==> src/design/nfc_epaper_image_sequencer_macros.svh <==
// Assertion macros shared by the image sequencer modules.
`ifndef NFC_EPAPER_IMAGE_SEQUENCER_MACROS_SVH
`define NFC_EPAPER_IMAGE_SEQUENCER_MACROS_SVH

// Same-cycle implication, checked on clk, disabled while arst_n is low.
`define NFCSEQ_CHK_NOW(lbl, ante, cons, msg) \
	lbl: assert property (@(posedge clk) disable iff (!arst_n) (ante) |-> (cons)) \
		else $error(msg);

// Next-cycle implication, checked on clk, disabled while arst_n is low.
`define NFCSEQ_CHK_NEXT(lbl, ante, cons, msg) \
	lbl: assert property (@(posedge clk) disable iff (!arst_n) (ante) |=> (cons)) \
		else $error(msg);

`endif

==> src/design/nfcseq_pkg.sv <==
// Shared types, constants and helper functions of the image sequencer.
`timescale 1ns / 1ps
`default_nettype none
package nfcseq_pkg;

	localparam int BYTES_PER_PACKET_DEF = 100;

	localparam int CFG_ADDR_W = 4;
	localparam int CFG_DATA_W = 32;

	localparam logic [1:0] REG_THRESHOLD  = 2'd0;
	localparam logic [1:0] REG_PACKETS    = 2'd1;
	localparam logic [1:0] REG_POLL_LIMIT = 2'd2;

	localparam logic [7:0] THRESHOLD_RST  = 8'd128;
	localparam logic [9:0] PACKETS_RST    = 10'd150;
	localparam logic [9:0] POLL_LIMIT_RST = 10'd200;

	localparam logic [1:0] KIND_START = 2'd0;
	localparam logic [1:0] KIND_REPLY = 2'd1;
	localparam logic [1:0] KIND_PIXEL = 2'd2;
	localparam logic [1:0] KIND_SPARE = 2'd3;

	localparam logic OUT_FRAME  = 1'b0;
	localparam logic OUT_STATUS = 1'b1;

	localparam logic [2:0] ST_OK       = 3'd0;
	localparam logic [2:0] ST_LINK     = 3'd1;
	localparam logic [2:0] ST_CMD_REJ  = 3'd2;
	localparam logic [2:0] ST_PKT_REJ  = 3'd3;
	localparam logic [2:0] ST_TIMEOUT  = 3'd4;

	localparam logic [7:0] BYTE_PREFIX   = 8'hCD;
	localparam logic [7:0] BYTE_ZERO     = 8'h00;
	localparam logic [7:0] BYTE_INIT_ARG = 8'h0A;
	localparam logic [7:0] BYTE_LOAD_ARG = 8'h00;
	localparam logic [7:0] BYTE_LOAD     = 8'h07;
	localparam logic [7:0] BYTE_DATA     = 8'h08;
	localparam logic [7:0] BYTE_REFRESH  = 8'h09;
	localparam logic [7:0] BYTE_POLL     = 8'h0A;
	localparam logic [7:0] BYTE_SHUTDOWN = 8'h04;
	localparam logic [7:0] BYTE_READY    = 8'hFF;

	localparam int MAX_RESULTS = 3;
	localparam int QDEPTH      = 4;
	localparam int QPTR_W      = $clog2(QDEPTH);
	localparam int QCNT_W      = $clog2(QDEPTH + 1);

	typedef struct packed {
		logic       out_kind;
		logic [7:0] frame_byte;
		logic       frame_last;
		logic [2:0] status;
	} result_t;

	typedef struct packed {
		logic [1:0]                    n;
		result_t [MAX_RESULTS-1:0]     res;
	} push_t;

	typedef struct packed {
		logic [7:0] threshold;
		logic [9:0] packets;
		logic [9:0] poll_limit;
	} cfg_t;

	function automatic result_t frame_res(input logic [7:0] b, input logic last);
		result_t r;
		r.out_kind   = OUT_FRAME;
		r.frame_byte = b;
		r.frame_last = last;
		r.status     = ST_OK;
		return r;
	endfunction

	function automatic result_t status_res(input logic [2:0] st);
		result_t r;
		r.out_kind   = OUT_STATUS;
		r.frame_byte = BYTE_ZERO;
		r.frame_last = 1'b0;
		r.status     = st;
		return r;
	endfunction

	// Second byte of fixed command k.
	function automatic logic [7:0] cmd_code(input logic [2:0] k);
		logic [7:0] c;
		case (k)
			3'd0: c = 8'h0D;
			3'd1: c = 8'h00;
			3'd2: c = 8'h01;
			3'd3: c = 8'h02;
			3'd4: c = 8'h03;
			3'd5: c = 8'h05;
			3'd6: c = 8'h06;
			3'd7: c = 8'h07;
			default: c = 8'h00;
		endcase
		return c;
	endfunction

endpackage
`default_nettype wire

==> src/design/nfcseq_cfg.sv <==
// APB register file holding threshold, packet count and poll limit.
`timescale 1ns / 1ps
`default_nettype none
module nfcseq_cfg (
	input  wire logic                                clk,
	input  wire logic                                arst_n,
	input  wire logic                                psel,
	input  wire logic                                penable,
	input  wire logic                                pwrite,
	input  wire logic [nfcseq_pkg::CFG_ADDR_W-1:0]   paddr,
	input  wire logic [nfcseq_pkg::CFG_DATA_W-1:0]   pwdata,
	output logic      [nfcseq_pkg::CFG_DATA_W-1:0]   prdata,
	output logic                                     pready,
	output nfcseq_pkg::cfg_t                         cfg
);
	import nfcseq_pkg::*;

	logic [7:0] threshold_q;
	logic [9:0] packets_q;
	logic [9:0] poll_limit_q;
	logic       wr_en;
	logic [1:0] reg_idx;

	assign pready  = 1'b1;
	assign wr_en   = psel & penable & pwrite;
	assign reg_idx = paddr[3:2];

	always_ff @(posedge clk or negedge arst_n) begin
		if (!arst_n) begin
			threshold_q  <= THRESHOLD_RST;
			packets_q    <= PACKETS_RST;
			poll_limit_q <= POLL_LIMIT_RST;
		end else if (wr_en) begin
			case (reg_idx)
				REG_THRESHOLD:  threshold_q  <= pwdata[7:0];
				REG_PACKETS:    packets_q    <= pwdata[9:0];
				REG_POLL_LIMIT: poll_limit_q <= pwdata[9:0];
				default: ;
			endcase
		end
	end

	always_comb begin
		case (reg_idx)
			REG_THRESHOLD:  prdata = {{(CFG_DATA_W-8){1'b0}}, threshold_q};
			REG_PACKETS:    prdata = {{(CFG_DATA_W-10){1'b0}}, packets_q};
			REG_POLL_LIMIT: prdata = {{(CFG_DATA_W-10){1'b0}}, poll_limit_q};
			default:        prdata = '0;
		endcase
	end

	assign cfg.threshold  = threshold_q;
	assign cfg.packets    = packets_q;
	assign cfg.poll_limit = poll_limit_q;

endmodule
`default_nettype wire

==> src/design/nfcseq_core.sv <==
// Input register and sequencing step: tag command flow, pixel packing, polling.
`timescale 1ns / 1ps
`default_nettype none
module nfcseq_core #(
	parameter int BYTES_PER_PACKET = nfcseq_pkg::BYTES_PER_PACKET_DEF
) (
	input  wire logic              clk,
	input  wire logic              arst_n,
	input  wire logic              in_valid,
	output logic                   in_ready,
	input  wire logic [1:0]        kind,
	input  wire logic [7:0]        pixel_value,
	input  wire logic              link_error,
	input  wire logic [7:0]        reply_first,
	input  wire logic [7:0]        reply_second,
	input  wire nfcseq_pkg::cfg_t  cfg,
	input  wire logic              room,
	output nfcseq_pkg::push_t      push
);
	import nfcseq_pkg::*;
	`include "nfc_epaper_image_sequencer_macros.svh"

	localparam int PC_W = $clog2(BYTES_PER_PACKET + 1);
	localparam logic [PC_W-1:0] PC_END = PC_W'(BYTES_PER_PACKET);
	localparam logic [7:0] HDR_LEN = 8'(BYTES_PER_PACKET);

	localparam logic [3:0] PH_IDLE    = 4'd0;
	localparam logic [3:0] PH_CMD0    = 4'd1;
	localparam logic [3:0] PH_CMD7    = 4'd8;
	localparam logic [3:0] PH_FILL    = 4'd9;
	localparam logic [3:0] PH_PKT     = 4'd10;
	localparam logic [3:0] PH_REFRESH = 4'd11;
	localparam logic [3:0] PH_POLL    = 4'd12;
	localparam logic [3:0] PH_SHUT    = 4'd13;

	logic       valid_s1;
	logic [1:0] kind_s1;
	logic [7:0] pixel_s1;
	logic       lerr_s1;
	logic [7:0] r0_s1;
	logic [7:0] r1_s1;
	logic       go;

	logic [3:0]      phase_q, phase_d;
	logic [9:0]      sent_q, sent_d;
	logic [PC_W-1:0] pc_q, pc_d, pc_inc;
	logic [2:0]      bc_q, bc_d;
	logic [7:0]      shift_q, shift_d;
	logic [9:0]      poll_q, poll_d;
	logic [2:0]      cmd_k;

	assign go       = valid_s1 & room;
	assign in_ready = ~valid_s1 | room;

	always_ff @(posedge clk or negedge arst_n) begin
		if (!arst_n) begin
			valid_s1 <= 1'b0;
		end else if (in_ready) begin
			valid_s1 <= in_valid;
		end
	end

	always_ff @(posedge clk) begin
		if (in_ready && in_valid) begin
			kind_s1  <= kind;
			pixel_s1 <= pixel_value;
			lerr_s1  <= link_error;
			r0_s1    <= reply_first;
			r1_s1    <= reply_second;
		end
	end

	assign pc_inc = pc_q + PC_W'(1);
	assign cmd_k  = phase_q[2:0];

	always_comb begin
		phase_d = phase_q;
		sent_d  = sent_q;
		pc_d    = pc_q;
		bc_d    = bc_q;
		shift_d = shift_q;
		poll_d  = poll_q;
		push.n  = 2'd0;
		push.res[0] = '0;
		push.res[1] = '0;
		push.res[2] = '0;
		case (kind_s1)
			KIND_START: begin
				sent_d  = '0;
				pc_d    = '0;
				bc_d    = '0;
				shift_d = '0;
				poll_d  = '0;
				phase_d = PH_CMD0;
				push.res[0] = frame_res(BYTE_PREFIX, 1'b0);
				push.res[1] = frame_res(cmd_code(3'd0), 1'b1);
				push.n = 2'd2;
			end
			KIND_PIXEL: begin
				if (phase_q == PH_FILL) begin
					shift_d = {shift_q[6:0], (pixel_s1 > cfg.threshold)};
					bc_d    = bc_q + 3'd1;
					if (bc_q == 3'd7) begin
						push.n = 2'd1;
						if (pc_inc == PC_END) begin
							pc_d    = '0;
							phase_d = PH_PKT;
							if (sent_q != '1)
								sent_d = sent_q + 10'd1;
							push.res[0] = frame_res(shift_d, 1'b1);
						end else begin
							pc_d = pc_inc;
							push.res[0] = frame_res(shift_d, 1'b0);
						end
					end
				end
			end
			KIND_REPLY: begin
				if (phase_q != PH_IDLE && phase_q != PH_FILL && phase_q <= PH_SHUT) begin
					if (lerr_s1) begin
						phase_d = PH_IDLE;
						push.res[0] = status_res(ST_LINK);
						push.n = 2'd1;
					end else if (phase_q == PH_POLL) begin
						if (r0_s1 == BYTE_READY && r1_s1 == BYTE_ZERO) begin
							phase_d = PH_SHUT;
							push.res[0] = frame_res(BYTE_PREFIX, 1'b0);
							push.res[1] = frame_res(BYTE_SHUTDOWN, 1'b1);
							push.n = 2'd2;
						end else if (poll_q > cfg.poll_limit) begin
							phase_d = PH_IDLE;
							push.res[0] = status_res(ST_TIMEOUT);
							push.n = 2'd1;
						end else begin
							if (poll_q != '1)
								poll_d = poll_q + 10'd1;
							push.res[0] = frame_res(BYTE_PREFIX, 1'b0);
							push.res[1] = frame_res(BYTE_POLL, 1'b1);
							push.n = 2'd2;
						end
					end else if (r0_s1 != BYTE_ZERO || r1_s1 != BYTE_ZERO) begin
						phase_d = PH_IDLE;
						push.res[0] = status_res((phase_q == PH_PKT) ? ST_PKT_REJ : ST_CMD_REJ);
						push.n = 2'd1;
					end else if (phase_q < PH_CMD7) begin
						// next fixed command: index equals the current phase code
						phase_d = phase_q + 4'd1;
						push.res[0] = frame_res(BYTE_PREFIX, 1'b0);
						if (cmd_k == 3'd1) begin
							push.res[1] = frame_res(cmd_code(cmd_k), 1'b0);
							push.res[2] = frame_res(BYTE_INIT_ARG, 1'b1);
							push.n = 2'd3;
						end else if (cmd_k == 3'd7) begin
							push.res[1] = frame_res(BYTE_LOAD, 1'b0);
							push.res[2] = frame_res(BYTE_LOAD_ARG, 1'b1);
							push.n = 2'd3;
						end else begin
							push.res[1] = frame_res(cmd_code(cmd_k), 1'b1);
							push.n = 2'd2;
						end
					end else if (phase_q == PH_CMD7 || phase_q == PH_PKT) begin
						push.res[0] = frame_res(BYTE_PREFIX, 1'b0);
						if (sent_q >= cfg.packets) begin
							phase_d = PH_REFRESH;
							push.res[1] = frame_res(BYTE_REFRESH, 1'b1);
							push.n = 2'd2;
						end else begin
							phase_d = PH_FILL;
							pc_d    = '0;
							bc_d    = '0;
							shift_d = '0;
							push.res[1] = frame_res(BYTE_DATA, 1'b0);
							push.res[2] = frame_res(HDR_LEN, 1'b0);
							push.n = 2'd3;
						end
					end else if (phase_q == PH_REFRESH) begin
						phase_d = PH_POLL;
						poll_d  = 10'd1;
						push.res[0] = frame_res(BYTE_PREFIX, 1'b0);
						push.res[1] = frame_res(BYTE_POLL, 1'b1);
						push.n = 2'd2;
					end else begin
						phase_d = PH_IDLE;
						push.res[0] = status_res(ST_OK);
						push.n = 2'd1;
					end
				end
			end
			default: ;
		endcase
		if (!go)
			push.n = 2'd0;
	end

	always_ff @(posedge clk or negedge arst_n) begin
		if (!arst_n) begin
			phase_q <= PH_IDLE;
			sent_q  <= '0;
			pc_q    <= '0;
			bc_q    <= '0;
			shift_q <= '0;
			poll_q  <= '0;
		end else if (go) begin
			phase_q <= phase_d;
			sent_q  <= sent_d;
			pc_q    <= pc_d;
			bc_q    <= bc_d;
			shift_q <= shift_d;
			poll_q  <= poll_d;
		end
	end

	`NFCSEQ_CHK_NOW(a_spare_silent, go && kind_s1 == KIND_SPARE, push.n == 2'd0,
		"spare kind produced results")
	`NFCSEQ_CHK_NEXT(a_start_cmd0, go && kind_s1 == KIND_START, phase_q == PH_CMD0,
		"start did not enter first command phase")
	`NFCSEQ_CHK_NEXT(a_status_idle, go && push.n != 2'd0 && push.res[0].out_kind == OUT_STATUS,
		phase_q == PH_IDLE, "status result left the sequencer busy")

endmodule
`default_nettype wire

==> src/design/nfcseq_outq.sv <==
// Result queue: takes up to three results per cycle, delivers one per transaction.
`timescale 1ns / 1ps
`default_nettype none
module nfcseq_outq (
	input  wire logic              clk,
	input  wire logic              arst_n,
	input  wire nfcseq_pkg::push_t push,
	output logic                   room,
	output logic                   out_valid,
	input  wire logic              out_ready,
	output logic                   out_kind,
	output logic [7:0]             frame_byte,
	output logic                   frame_last,
	output logic [2:0]             status
);
	import nfcseq_pkg::*;
	`include "nfc_epaper_image_sequencer_macros.svh"

	result_t mem [QDEPTH];
	logic [QPTR_W-1:0] head_q, tail_q;
	logic [QCNT_W-1:0] count_q, count_left;
	logic              pop;
	result_t           head_res;

	assign pop        = out_valid & out_ready;
	assign out_valid  = (count_q != '0);
	assign count_left = count_q - QCNT_W'(pop);
	// room for a worst-case item once this cycle's pop is counted
	assign room       = (count_left <= QCNT_W'(QDEPTH - MAX_RESULTS));

	always_ff @(posedge clk) begin
		for (int i = 0; i < MAX_RESULTS; i++) begin
			if (i < int'(push.n))
				mem[tail_q + QPTR_W'(i)] <= push.res[i];
		end
	end

	always_ff @(posedge clk or negedge arst_n) begin
		if (!arst_n) begin
			head_q  <= '0;
			tail_q  <= '0;
			count_q <= '0;
		end else begin
			if (pop)
				head_q <= head_q + QPTR_W'(1);
			tail_q  <= tail_q + QPTR_W'(push.n);
			count_q <= count_left + QCNT_W'(push.n);
		end
	end

	assign head_res   = mem[head_q];
	assign out_kind   = head_res.out_kind;
	assign frame_byte = head_res.frame_byte;
	assign frame_last = head_res.frame_last;
	assign status     = head_res.status;

	`NFCSEQ_CHK_NOW(a_cnt_bound, 1'b1, count_q <= QCNT_W'(QDEPTH), "queue count over depth")
	`NFCSEQ_CHK_NOW(a_no_overflow, push.n != 2'd0,
		(count_left + QCNT_W'(push.n)) <= QCNT_W'(QDEPTH), "push overflows the queue")
	`NFCSEQ_CHK_NEXT(a_empty_stays, count_q == '0 && push.n == 2'd0, !out_valid,
		"queue shows a result without a push")

endmodule
`default_nettype wire

==> src/design/nfc_epaper_image_sequencer.sv <==
// Top level of the NFC e-paper image sequencer.
//
//   channel   direction  handshake            payload
//   in        to block   in_valid/in_ready    kind, pixel_value, link_error, reply_*
//   out       from block out_valid/out_ready  out_kind, frame_byte, frame_last, status
//   config    to block   APB psel/penable     paddr, pwdata, prdata
//
// An accepted item is held in the input register; its step runs once the queue has room
// and puts zero to three results into a four-entry result queue.
// The input side takes one item per cycle while the queue can absorb three results;
// sustained rate is set by the output port: one result per cycle.
// A stalled output stops the input once the queue holds more than one result.
// Reset clears the sequencer to idle, the queue to empty and registers to defaults.
`timescale 1ns / 1ps
`default_nettype none
module nfc_epaper_image_sequencer #(
	parameter int BYTES_PER_PACKET = nfcseq_pkg::BYTES_PER_PACKET_DEF
) (
	input  wire logic                              clk,
	input  wire logic                              arst_n,
	input  wire logic                              in_valid,
	output logic                                   in_ready,
	input  wire logic [1:0]                        kind,
	input  wire logic [7:0]                        pixel_value,
	input  wire logic                              link_error,
	input  wire logic [7:0]                        reply_first,
	input  wire logic [7:0]                        reply_second,
	output logic                                   out_valid,
	input  wire logic                              out_ready,
	output logic                                   out_kind,
	output logic [7:0]                             frame_byte,
	output logic                                   frame_last,
	output logic [2:0]                             status,
	input  wire logic                              psel,
	input  wire logic                              penable,
	input  wire logic                              pwrite,
	input  wire logic [nfcseq_pkg::CFG_ADDR_W-1:0] paddr,
	input  wire logic [nfcseq_pkg::CFG_DATA_W-1:0] pwdata,
	output logic      [nfcseq_pkg::CFG_DATA_W-1:0] prdata,
	output logic                                   pready
);
	import nfcseq_pkg::*;

	cfg_t  cfg;
	push_t push;
	logic  room;

	nfcseq_cfg u_cfg (
		.clk     (clk),
		.arst_n  (arst_n),
		.psel    (psel),
		.penable (penable),
		.pwrite  (pwrite),
		.paddr   (paddr),
		.pwdata  (pwdata),
		.prdata  (prdata),
		.pready  (pready),
		.cfg     (cfg)
	);

	nfcseq_core #(
		.BYTES_PER_PACKET (BYTES_PER_PACKET)
	) u_core (
		.clk          (clk),
		.arst_n       (arst_n),
		.in_valid     (in_valid),
		.in_ready     (in_ready),
		.kind         (kind),
		.pixel_value  (pixel_value),
		.link_error   (link_error),
		.reply_first  (reply_first),
		.reply_second (reply_second),
		.cfg          (cfg),
		.room         (room),
		.push         (push)
	);

	nfcseq_outq u_outq (
		.clk        (clk),
		.arst_n     (arst_n),
		.push       (push),
		.room       (room),
		.out_valid  (out_valid),
		.out_ready  (out_ready),
		.out_kind   (out_kind),
		.frame_byte (frame_byte),
		.frame_last (frame_last),
		.status     (status)
	);

endmodule
`default_nettype wire
==> config.mk <==
export PLATFORM = sky130hd
export DESIGN_NAME = nfc_epaper_image_sequencer
export DESIGN_NICKNAME = d
export VERILOG_FILES = /design/src/design/nfcseq_pkg.sv /design/src/design/nfcseq_cfg.sv /design/src/design/nfcseq_core.sv /design/src/design/nfcseq_outq.sv /design/src/design/nfc_epaper_image_sequencer.sv
export VERILOG_INCLUDE_DIRS = /design/src /design/src/design
export SDC_FILE = /design/constraint.sdc
export NUM_CORES = 1
export LEC_CHECK = 0
export ABC_CLOCK_PERIOD_IN_PS = 4800
export BUFFER_PORTS_ARGS = -buffer_cell sky130_fd_sc_hd__buf_2
export CAP_MARGIN = 10
export CORE_AREA = 3 3 110 217
export DETAILED_ROUTE_END_ITERATION = 10
export DIE_AREA = 0 0 113 220
export PLACE_DENSITY = 0.69
export SLEW_MARGIN = 20
export SYNTH_ARGS = -nofsm -noshare
export SYNTH_HDL_FRONTEND = slang
export SYNTH_SLANG_ARGS = --single-unit
==> constraint.sdc <==
create_clock -name clk -period 4.8 [get_ports clk]
set_input_delay 0.48 -clock clk [delete_from_list [all_inputs] [get_ports clk]]
set_output_delay 0.48 -clock clk [all_outputs]
set_load 0.02 [all_outputs]
=== Yosys cells after proc, flatten, opt, wreduce, memory -nomap -nowiden ===
Memories as Yosys holds them, arrays and structs flattened.
Cells that the tools add are included.
Widths: inputs -> output; s select.

* Bits in registers: 104
* Memories: 3
* Bits in writable memories: 52
* Input bits: 70
* Memory bits (read-only): 64

{| class="wikitable"
|+ Memories
! name !! depth !! bits a word !! read ports !! clocked after memory_dff !! write ports !! RTL line !! RTL
|-
| u_outq.mem || 4 || 13 || 1 || 0 || 3 || nfcseq_outq.sv:19 || <nowiki>result_t mem [QDEPTH];</nowiki>
|-
| (name not given) || 8 || 4 || 1 || 0 || 0 || nfcseq_pkg.sv:88 || <nowiki>case (k)</nowiki>
|-
| (name not given) || 8 || 4 || 1 || 0 || 0 || nfcseq_pkg.sv:88 ||
|}

* Bitwise logic cells: 6
* Reduce and logical (&&, ||, !) cells: 24
* Magnitude comparators: 9
* Equal/unequal tests: 36
* Mux-type cells: 111
* $add $sub $neg: 11

{| class="wikitable"
|+ Operators by type and width
! kind !! number
|-
| $mux 41 || 7
|-
| $mux 10 || 14
|-
| $mux 26 || 5
|-
| $mux 7 || 18
|-
| $mux 13 || 7
|-
| $mux 4 || 14
|-
| $pmux 7 s3 || 2
|-
| $pmux 10 s2 || 2
|-
| $pmux 13 s3 || 1
|-
| $pmux 10 s3 || 1
|-
| $mux 28 || 1
|-
| $pmux 13 s2 || 1
|-
| $mux 12 || 2
|-
| $mux 3 || 8
|-
| $mux 11 || 2
|-
| $reduce_and 11->1 || 2
|-
| $add 10x1->10 const B || 2
|-
| $eq 4x4->1 const B || 5
|-
| $mux 2 || 10
|-
| $ne 10x10->1 const B || 2
|-
| $mux 8 || 2
|-
| $reduce_bool 8->1 || 2
|-
| $ne 2x1->1 const B || 6
|-
| $pmux 4 s3 || 1
|-
| other kinds (46) || 80
|}

=== Depth between registers and ports, before layout ===
* Depth in word-level cells: 18
* Gate-level depth with buffers: 15

=== Hierarchy ===
From an unflattened synthesis, not the netlist that was laid out.

* Cell total of the unflattened synthesis: 995
* Area total of the unflattened synthesis: 9,811.9 um^2

{| class="wikitable"
|+ By module, submodules not included
! module !! area an instance (um^2) !! instances !! cells each
|-
| nfcseq_core || 4,850.9 || 1 || 531
|-
| nfcseq_outq || 3,464.6 || 1 || 346
|-
| nfcseq_cfg || 1,496.4 || 1 || 118
|}

=== Least setup slack after synthesis ===
Ideal clock, no wire load.

* Kind: register -> register
* From: register u_outq.count_q[2]
* To: memory u_outq.mem[1][7] in the netlist's numbering (data pin)
* Arrival time: 3.426 ns
* Clock period less this slack: 3.690 ns
* Setup time: 0.264 ns
* Path buffers: 3
* Path slack: 1.110 ns
* Cell stages (with the launch flop): 16
* Path through: dfrtp_1 > or3_1 > and2_1 > ha_1 > ha_1 > xnor2_1 > and3_1 > clkbuf_1 > and2_1 > and3_1 > clkbuf_1 > and2_1 > clkbuf_1 > nand2_1 > nor3_1 > a31oi_1

{| class="wikitable"
|+ RTL lines
! what !! RTL line !! RTL
|-
| from (decl) || nfcseq_outq.sv:21 || <nowiki>logic [QCNT_W-1:0] count_q, count_left;</nowiki>
|-
| from (signal assigned) || nfcseq_outq.sv:47 || <nowiki>count_q <= count_left + QCNT_W'(push.n);</nowiki>
|-
| to (decl) || nfcseq_outq.sv:19 ||
|}

=== Worst setup path after layout ===
* From: register u_cfg.poll_limit_q[7]
* To: register u_core.poll_q[6]

* Word-level cells in the longest chain between the ends: 3

{| class="wikitable"
|+ Ends and longest elaborated chain
! what !! RTL line !! RTL
|-
| from (decl) || nfcseq_cfg.sv:20 || <nowiki>logic [9:0] poll_limit_q;</nowiki>
|-
| from (signal assigned) || nfcseq_cfg.sv:37 || <nowiki>REG_POLL_LIMIT: poll_limit_q <= pwdata[9:0];</nowiki>
|-
| $gt 10x10->1 || nfcseq_core.sv:130 || <nowiki>end else if (poll_q > cfg.poll_limit) begin</nowiki>
|-
| $ne 3x3->1 (no line) || n/a ||
|-
| $reduce_and 11->1 (no line) || n/a ||
|-
| to (signal assigned) || nfcseq_core.sv:209 || <nowiki>poll_q <= poll_d;</nowiki>
|-
| to (decl) || nfcseq_core.sv:49 || <nowiki>logic [9:0] poll_q, poll_d;</nowiki>
|}

Every way passes these cells.
A chain may end at the register's enable or synchronous reset.

==> impl_metrics.py <==
metrics = {
    "outcome": {
        "status": "finished, final reports clean",
    },
    "placement": {
        "place_congestion": 0.988,
        "hpwl_microns": 17800,
        "io_buffers": 70,
        "placed_area_sq_um": 9410,
    },
    "synthesis": {
        "syn-cell-area_sq_um": 8820,
        "yosys.cell_types.count": 81,
        "netlist_top_cells_area": "dfrtp_1 20%, edfxtp_1 17%, ha_1 6.5%",
        "synth-edff-count": 51,
        "synthFlopType": "dfrtp_1",
        "yosys_register_bits": 156,
        "yosysWarningCount": 0,
        "synthArstFlopShare_pct": 49.4,
        "syn_area_per_cell_sq_um": 9.84,
        "seq_area_frac_synth_pct": 45.7,
        "netlist_instances": 897,
        "yosysTopAreaCell": "dfrtp_1",
        "synth_top_cell_area_share_pct": 19.6,
    },
    "clock_tree": {
        "cts_setup_buffers": 0,
        "clk_pin_slew_ns": 0.07,
        "clk_path_buf_depth": 2,
        "htreeDepth": 4,
        "cts_root_buf": "clkbuf_16",
        "clock-sinks": 156,
        "cts_buffers": 17,
        "cts_tree": "done",
        "clk_latency_ns": 0.45,
    },
    "floorplan": {
        "core-area_sq_um": 22400,
        "initial_utilization_pct": 39.5,
        "dieWidth_microns": 113,
        "die-area_sq_um": 24900,
        "die_h_microns": 220,
        "ioPinCount": 118,
        "num_rows": 77,
    },
    "sta": {
        "setup_viol_count_final": 0,
        "timing.fmax_ghz": 0.252,
        "rsz0062_at_grt": "no",
        "drv_slew": 0,
        "setup-tns-final_ns": 0,
        "timing.hold.ws_ns": 0.202,
        "period_needed_ns": 3.97,
        "final_min_period_over_clock_period_pct": 82.8,
        "relSlewSlack_pct": 32.2,
        "finalHoldViolations": 0,
        "fin_skew_ns": 0.0134,
        "worstMarginPinSlew_ns": 0.992,
    },
    "detailed_routing": {
        "drtPass1Iterations": 7,
        "drt-wirelength-per-cell_microns": 18.4,
        "drtIter0Drc": 364,
        "wl_microns": 23000,
        "drtAntennaViolNets": 0,
        "via_per_inst": 5.64,
        "drc_errors": 0,
        "num_vias": 7059,
    },
    "finish": {
        "drive_gt1_share_pct": 17.9,
        "final.fill_count": 2194,
        "finalNetCount": 1080,
        "area_delta_synth_final_pct": 13.7,
        "finish.instance_area_sq_um": 10000,
        "antennaDiodeCount": 0,
        "utilization_pct": 44.9,
    },
    "global_routing": {
        "overflow": 0,
        "antenna_found_initial": 0,
        "grt_max_degree": 76,
        "track_usage_pct": 19.0,
        "grt_pass1_vias": 7202,
        "grt_pass1_wl_microns": 36700,
    },
    "setup_path": {
        "critPathLaunchType": "flop",
        "crit_path_max_fanout": 13,
        "crit_arrival_ns": 4.37,
        "critical_path_required_ns": 5.20,
        "cp-end-kind": "flop",
        "path_class": "reg -> reg",
    },
    "power_and_ir_drop": {
        "leakage_nw": 4.23,
        "finalPower_mw": 5.02,
        "p_per_area_nw_per_um2": 500,
        "ir_drop_mv": 0.334,
    },
    "hold_path": {
        "hp-class": "in -> reg",
    },
    "run": {
        "maxCapViolCount": 0,
    },
}
==> kinds of logic (layout without fill, tap and decap cells) <==
| kind of cell | after synthesis | in the layout | share of synthesized area, % |
|---|---|---|---|
| flops | 156 | 156 | 45.7 |
| compound gates | 225 | 225 | 16.9 |
| buf+inv | 120 | 178 | 6.21 |
| mux | 36 | 36 | 6.08 |
| other cells | 2 | 23 | 0.0851 |
| xor+xnor | 15 | 15 | 1.49 |
| fa+ha+maj | 47 | 47 | 6.75 |
| simple gates | 296 | 296 | 16.8 |
==> metal layers <==
layer | vias to the layer above | global-route usage (%) | share of wire [%]
met4 | 0 | 12.6 | 6.1
li1 | 3337 | - | -
met1 | 3448 | 17.5 | 34
met5 | - | 0 | 0
met2 | 196 | 36.7 | 57
met3 | 78 | 3.87 | 3.7
==> per-stage QoR <==
stage / std cells / setup WS (ns)
floorplan: 918 / 1.11
global placement: 1219 / 0.922
detailed placement: 1219 / 0.856
CTS: 1252 / 0.813
global route: 1252 / 0.542
finish: 1252 / 0.827
==> worst paths after layout <==
check,endpoint,depth (start not counted),slack (ns),start
min in group asynchronous,u_core.phase_q[2]$_DFFE_PN0P_,2,0.37,arst_n
worst min-delay path,u_core.pixel_s1[1]$_DFFE_PP_,1,0.20,pixel_value[1]
worst max register to register,u_core.poll_q[6]$_DFFE_PN0P_,10,0.83,u_cfg.poll_limit_q[7]$_DFFE_PN1P_
worst max-delay path,u_core.poll_q[6]$_DFFE_PN0P_,10,0.83,u_cfg.poll_limit_q[7]$_DFFE_PN1P_
max in group asynchronous,u_outq.head_q[0]$_DFFE_PN0P_,3,3.28,arst_n
worst min register to register,u_outq.mem[0][1]$_SDFFE_PP0N_,2,0.45,u_outq.mem[0][1]$_SDFFE_PP0N_
==> sequential cells by signal (all words and copies together) (netlist names) <==
name                flops
u_outq.mem             52
u_cfg.packets_q        10
u_cfg.poll_limit_q     10
u_core.poll_q          10
u_core.sent_q          10
u_cfg.threshold_q       8
u_core.pixel_s1         8
u_core.r0_s1            8
u_core.r1_s1            8
u_core.pc_q             7
u_core.shift_q          7
u_core.phase_q          4
u_core.bc_q             3
u_outq.count_q          3
u_core.kind_s1          2
u_outq.head_q           2
u_outq.tail_q           2
u_core.lerr_s1          1
u_core.valid_s1         1
==> power breakdown <==
group | switching, mW | internal, mW | leakage [nW]
Clock | 0.580 | 0.808 | 0.305
Sequential | 0.296 | 1.72 | 1.69
Combinational | 0.985 | 0.629 | 2.23
Total | 1.86 | 3.16 | 4.23
==> worst max-delay path: stages (launching register included) <==
cell and delay [ns]:
dfstp_2 0.53, inv_1 0.07, ha_1 0.32, nand4_1 0.13, nor3_1 0.08, a2111oi_0 0.89, o21ai_0 0.49, nor4_4 0.73
nand3_2 0.21, or3b_1 0.41, nand2_1 0.07
==> cell type report <==
type | instances | area (sq um) | share of cell area [%]
clock inverters | 8 | 63.8 | 0.636
clock buffers | 24 | 547 | 5.45
well taps | 276 | 345 | 3.44
inverters | 58 | 218 | 2.17
flip-flops and latches | 156 | 4030 | 40.2
multi-input cells | 642 | 4330 | 43.2
repair buffers | 88 | 490 | 4.89
==> cell usage after synthesis, types with 3 or more instances <==
cell type	count
o211ai_1	5
nor2_4	3
o22ai_1	4
dfstp_2	8
dfrtp_1	69
nand3_1	24
nor2_1	49
nor3b_1	4
or3_1	10
xor2_1	9
and3_1	15
inv_1	58
edfxtp_1	51
o2bb2ai_1	5
o31ai_1	8
a211oi_1	5
a22o_1	12
nand4_1	14
xnor2_1	6
a221oi_1	4
a32o_1	3
clkbuf_1	31
buf_2	3
a21oi_1	44
a31oi_1	9
nor2b_1	10
mux4_2	13
nand2b_1	11
or4_1	9
dfxtp_1	28
nand2_1	105
buf_1	3
mux2i_1	12
ha_1	46
mux2_2	11
buf_4	25
a21o_1	6
nor3_1	18
or2_2	4
o21ai_0	78
and2_1	7
==> layout by cell type (no fill, tap or decap), drive strengths merged, types with 4 or more instances in the layout <==
cell     Yosys  final
a211oi       7      7
a21o         6      6
a21oi       46     46
a221oi       6      6
a22o        12     12
a31oi        9      9
and2         7      7
and3        15     15
buf         31     87
clkbuf      31     24
conb         2     23
dfrtp       69     69
dfstp        8      8
dfxtp       28     28
edfxtp      51     51
ha          46     46
inv         58     64
mux2        11     11
mux2i       12     12
mux4        13     13
nand2      105    105
nand2b      11     11
nand3       25     25
nand4       14     14
nor2        54     54
nor2b       10     10
nor3        18     18
nor3b        4      4
o211ai       5      5
o21ai       80     80
o22ai        5      5
o2bb2ai      5      5
o31ai        9      9
or2          5      5
or3         10     10
or4          9      9
xnor2        6      6
xor2         9      9
==> what timing repair did <==
item / in CTS / in global routing
resized for setup: 0 / 0
hold buffers: 1 / 0
hold endpoints to repair: 2 / 0
(Power assumes the default switching activity.)
